### config.mk
export PLATFORM = sky130hd
export DESIGN_NAME = cht_mod
export DESIGN_NICKNAME = d
export VERILOG_FILES = /design/src/rtl/cht_pkg.sv /design/src/rtl/cht_mod.sv
export SDC_FILE = /design/constraint.sdc
export NUM_CORES = 1
export LEC_CHECK = 0
export ABC_AREA = 1
export ABC_CLOCK_PERIOD_IN_PS = 2000
export BUFFER_PORTS_ARGS = -buffer_cell sky130_fd_sc_hd__buf_2
export CAP_MARGIN = 20
export CORE_MARGIN = 2
export CORE_UTILIZATION = 25
export DETAILED_ROUTE_END_ITERATION = 12
export GPL_TIMING_DRIVEN = 0
export PLACE_DENSITY = 0.52
export SYNTH_ARGS = -nofsm -noshare
export SYNTH_HDL_FRONTEND = slang
export SYNTH_SLANG_ARGS = --single-unit
### constraint.sdc
create_clock -name clk -period 2 [get_ports clk]
set_input_delay 0.2 -clock clk [delete_from_list [all_inputs] [get_ports clk]]
set_output_delay 0.2 -clock clk [all_outputs]
set_load 0.01 [all_outputs]
### src/rtl/cht_pkg.sv
// cht_pkg: shared types and codes for the chained hash table.
// Used by chained_hash_table and cht_mod; depends on nothing.
`default_nettype none
package cht_pkg;

  localparam logic [1:0] CMD_INSERT = 2'd0;
  localparam logic [1:0] CMD_REMOVE = 2'd1;
  localparam logic [1:0] CMD_FIND   = 2'd2;
  localparam logic [1:0] CMD_NONE   = 2'd3;

  localparam logic [1:0] ST_OK      = 2'd0;
  localparam logic [1:0] ST_DUP     = 2'd1;
  localparam logic [1:0] ST_FULL    = 2'd2;
  localparam logic [1:0] ST_ABSENT  = 2'd3;

  localparam logic CFG_BUCKET_COUNT = 1'b0;
  localparam logic CFG_ABSENT_VALUE = 1'b1;

  typedef struct packed {
    logic [1:0]         command;
    logic [30:0]        key;
    logic signed [31:0] value;
  } in_item_t;

  typedef struct packed {
    logic [1:0]         status;
    logic signed [31:0] found_value;
  } out_item_t;

  // divider handshake
  typedef struct packed {
    logic        start;
    logic [30:0] key;
  } div_req_t;

endpackage
`default_nettype wire

### src/rtl/cht_mod.sv
// cht_mod: bit-serial remainder of a 31-bit key by the bucket count.
// Depends on cht_pkg.
`default_nettype none
module cht_mod #(
  parameter int BW = 9
) (
  input  wire logic             clk,
  input  wire logic             rst_n,
  input  wire cht_pkg::div_req_t req,
  input  wire logic [BW-1:0]    divisor,
  output logic                  done,
  output logic [BW-1:0]         rem
);
  logic [30:0] sh_r, sh_nxt;
  logic [BW:0] rem_r, rem_nxt;
  logic [4:0]  cnt_r, cnt_nxt;
  logic        run_r, run_nxt;
  logic [BW:0] trial;

  always_comb begin
    sh_nxt  = sh_r;
    rem_nxt = rem_r;
    cnt_nxt = cnt_r;
    run_nxt = run_r;
    trial   = {rem_r[BW-1:0], sh_r[30]};
    if (req.start) begin
      sh_nxt  = req.key;
      rem_nxt = '0;
      cnt_nxt = 5'd0;
      run_nxt = 1'b1;
    end else if (run_r) begin
      sh_nxt  = {sh_r[29:0], 1'b0};
      rem_nxt = (trial >= {1'b0, divisor}) ? trial - {1'b0, divisor} : trial;
      cnt_nxt = cnt_r + 5'd1;
      if (cnt_r == 5'd30) run_nxt = 1'b0;
    end
  end

  always_ff @(posedge clk) begin
    if (!rst_n) begin
      run_r <= 1'b0;
      cnt_r <= '0;
    end else begin
      run_r <= run_nxt;
      cnt_r <= cnt_nxt;
    end
    sh_r  <= sh_nxt;
    rem_r <= rem_nxt;
  end

  assign done = run_r && (cnt_r == 5'd30);
  assign rem  = rem_nxt[BW-1:0];
endmodule
`default_nettype wire
==> impl_metrics.ini <==
[routing]
drt-met1-wl_microns = 2970
top_layer = met4
routedWlPerCell_microns = 11.0
totalWireLength_microns = 6020
ant_nets = 0
drt_iter0_drc = 67
detail_route.vias_per_cell = 4.07
wl_met3_microns = 241
routed-wl-met2_microns = 2730
vias = 2236
drc = 0
drtPass1Iterations = 4

[synthesis]
synth-async-reset-ratio = 0
syn_avg_cell_area_sq_um = 7.57
synth_sequential_area_ratio = 0.467
yosys_most_used_dff = edfxtp_1
synth_edf_count = 31
ys_warn_count = 0
synth_area_sq_um = 2640
syn-num-nets = 403
yosys.cell_types.count = 26
syn_inst = 348
synth_seq_cells = 46

[cts]
htree_num_levels = 2
cts_hold_buf = 0
cts_sinks = 46
cts_tree = done
clk_latency_ns = 0.29
clockBufferDepth = 2
clk_pin_slew_ns = 0.09
cts_root_buf = clkbuf_8
numCtsBuffers = 5

[sta]
period_share = 1.22
fmax_mhz = 411
layout_setup_ws_ns = -0.436
tns_ns = -3.68
skew_ns = 0.00458
holdWs_ns = 0.162
setup_viol = 9
period_needed_ns = 2.44
worstMarginPinSlew_ns = 0.537
slew_headroom = 0.642
hold_viol_final = 0
grt_setup_unrepaired = yes
drv_slew = 0

[pwr]
swShare = 0.293
leakagePower_nw = 1.70
pwr-share-seq = 0.492
peakVddDrop_uv = 397
p_comb_frac = 0.241
p_int_mw = 1.66
p_per_area_nw_per_um2 = 696
pwr-share-clk = 0.267
power_switching_mw = 0.685

[critical_path]
crit_fanout = 8
crit_arrival_ns = 2.24
worst_setup_path_start_kind = flop
reg2regPathDepth = 14
endpoint_kind = output pin
required_ns = 1.80
worstSetupPathType = flop to output pin

[placed_design]
io_buffers = 52
place_congestion = 0.809
pre_cts_slack_ns = -0.229
post-dp-hpwl_microns = 4650
dpl.cell_count = 537

[floorplanning]
die_h_microns = 107
die_w_microns = 107
core_region_area_sq_um = 10300
io_pins = 53
die_area_sq_um = 11400
rows = 37
initial_core_util = 0.256

[finish]
multi_input_area_sq_um = 1290
finalNonFillerCells = 549
drive_above_1_share = 0.266
n_fill_cell = 1146
nNetsFinal = 467
regArea_sq_um = 1230
antenna_cells = 0
synthToLayoutAreaGrowth_pct = 27.6

[global_route]
grt_max_degree = 22
grt_overflow = 0
grt_pass1_wl_microns = 9990
grt_pass1_vias = 2185
antenna_found_initial = 0
grt_usage = 0.109

[status]
status = finished with violations
violations = negative setup slack

[flow_run]
maxCapViolCount = 0

[min_path]
hp-class = input port to flop
min_path_cells = 3
cell usage in the layout (no fill, tap or decap), types with 4 or more instances in the layout:
master / n
clkbuf_8: 5
nor2_1: 20
buf_2: 46
nand2_1: 149
nand3_2: 6
inv_2: 7
ha_1: 10
nand3_1: 12
nand2_2: 18
a21oi_1: 10
inv_1: 37
o21ai_0: 5
buf_6: 7
dfxtp_1: 15
clkbuf_1: 4
edfxtp_1: 31
buf_4: 4
worst paths after layout:
kind	from	end	slack, ns
setup reg to reg	sh_r[30]	rem_r[1]	0.07
hold / removal	rst_n	run_r	0.16
hold reg to reg	cnt_r[4]	cnt_r[4]	0.45
setup / recovery	sh_r[30]	rem[1]	-0.44
metrics by stage:
| step | util | area (sq um) | power [mW] |
|---|---|---|---|
| after global routing | 0.327 | 3360 | 2.50 |
| final | 0.327 | 3360 | 2.34 |
| after CTS | 0.318 | 3270 | 2.33 |
| after global placement | 0.298 | 3070 | 1.65 |
| after detailed placement | 0.301 | 3090 | 1.67 |
| after floorplan | - | 2640 | 1.51 |
final cells by class:
cell class / count / area share
buffer: 8 / 0.00930
clock buffer: 6 / 0.0279
clock inverter: 2 / 0.00298
inverter: 45 / 0.0510
multi-input combinational: 249 / 0.385
sequential: 46 / 0.366
tap: 136 / 0.0506
timing repair buffer: 57 / 0.108
layer usage:
layer,global-route usage,vias up
met3,0.0158,6
met4,0.0306,0
met2,0.180,52
li1,-,1205
met1,0.149,973
met5,0,-
logic make-up (layout without fill, tap and decap cells):
logic type	Yosys count	after routing	share of synthesized area
AOI/OAI and AO/OA	15	15	0.0285
xor gates and xnor gates	3	3	0.00997
adders and majority gates	12	12	0.0598
buffers and inverters	53	118	0.0760
DFF	46	46	0.467
and+or+nand+nor	219	219	0.358
worst max-delay path: stages (launching register included):
cell	delay [ns]
edfxtp_1	0.38
inv_2	0.11
ha_4	0.15
inv_4	0.03
fa_2	0.36
nand2_2	0.10
nand2_4	0.06
nand3_2	0.06
nand2_2	0.07
nand2_4	0.12
nand2_8	0.09
nand2_2	0.07
nand3_1	0.06
nand2_1	0.11
inv_2	0.04
buf_6	0.11
flip-flops by register name, indices dropped and copies added, names as in the netlist:
register and cells:
sh_r 31, cnt_r 5, rem_r 9, run_r 1
cell usage after synthesis, drive strengths merged, types with 3 or more instances:
cell type / count / area [sq um]
a21oi: 10 / 50.1
buf: 4 / 16.3
clkbuf: 4 / 15.0
dfxtp: 15 / 300
edfxtp: 31 / 931
ha: 11 / 138
inv: 45 / 169
nand2: 171 / 683
nand3: 18 / 95.1
nor2: 23 / 109
nor3: 3 / 31.3
o21ai: 5 / 25.0
xor2: 3 / 26.3
power by group through the flow:
stage                     Combinational [mW]  Sequential (mW)  Clock (mW)
after floorplan                        0.349             1.16           0
after global placement                 0.482             1.17           0
after detailed placement               0.494             1.17           0
after CTS                              0.531             1.15       0.650
after global routing                   0.651             1.16       0.682
final                                  0.564             1.15       0.626
timing repair:
item,4_1_cts,5_1_grt
setup endpoints to repair,12,17
resized for setup,19,18
pin swaps,8,22
buffers inserted,1,3
(Power assumes the default switching activity.)
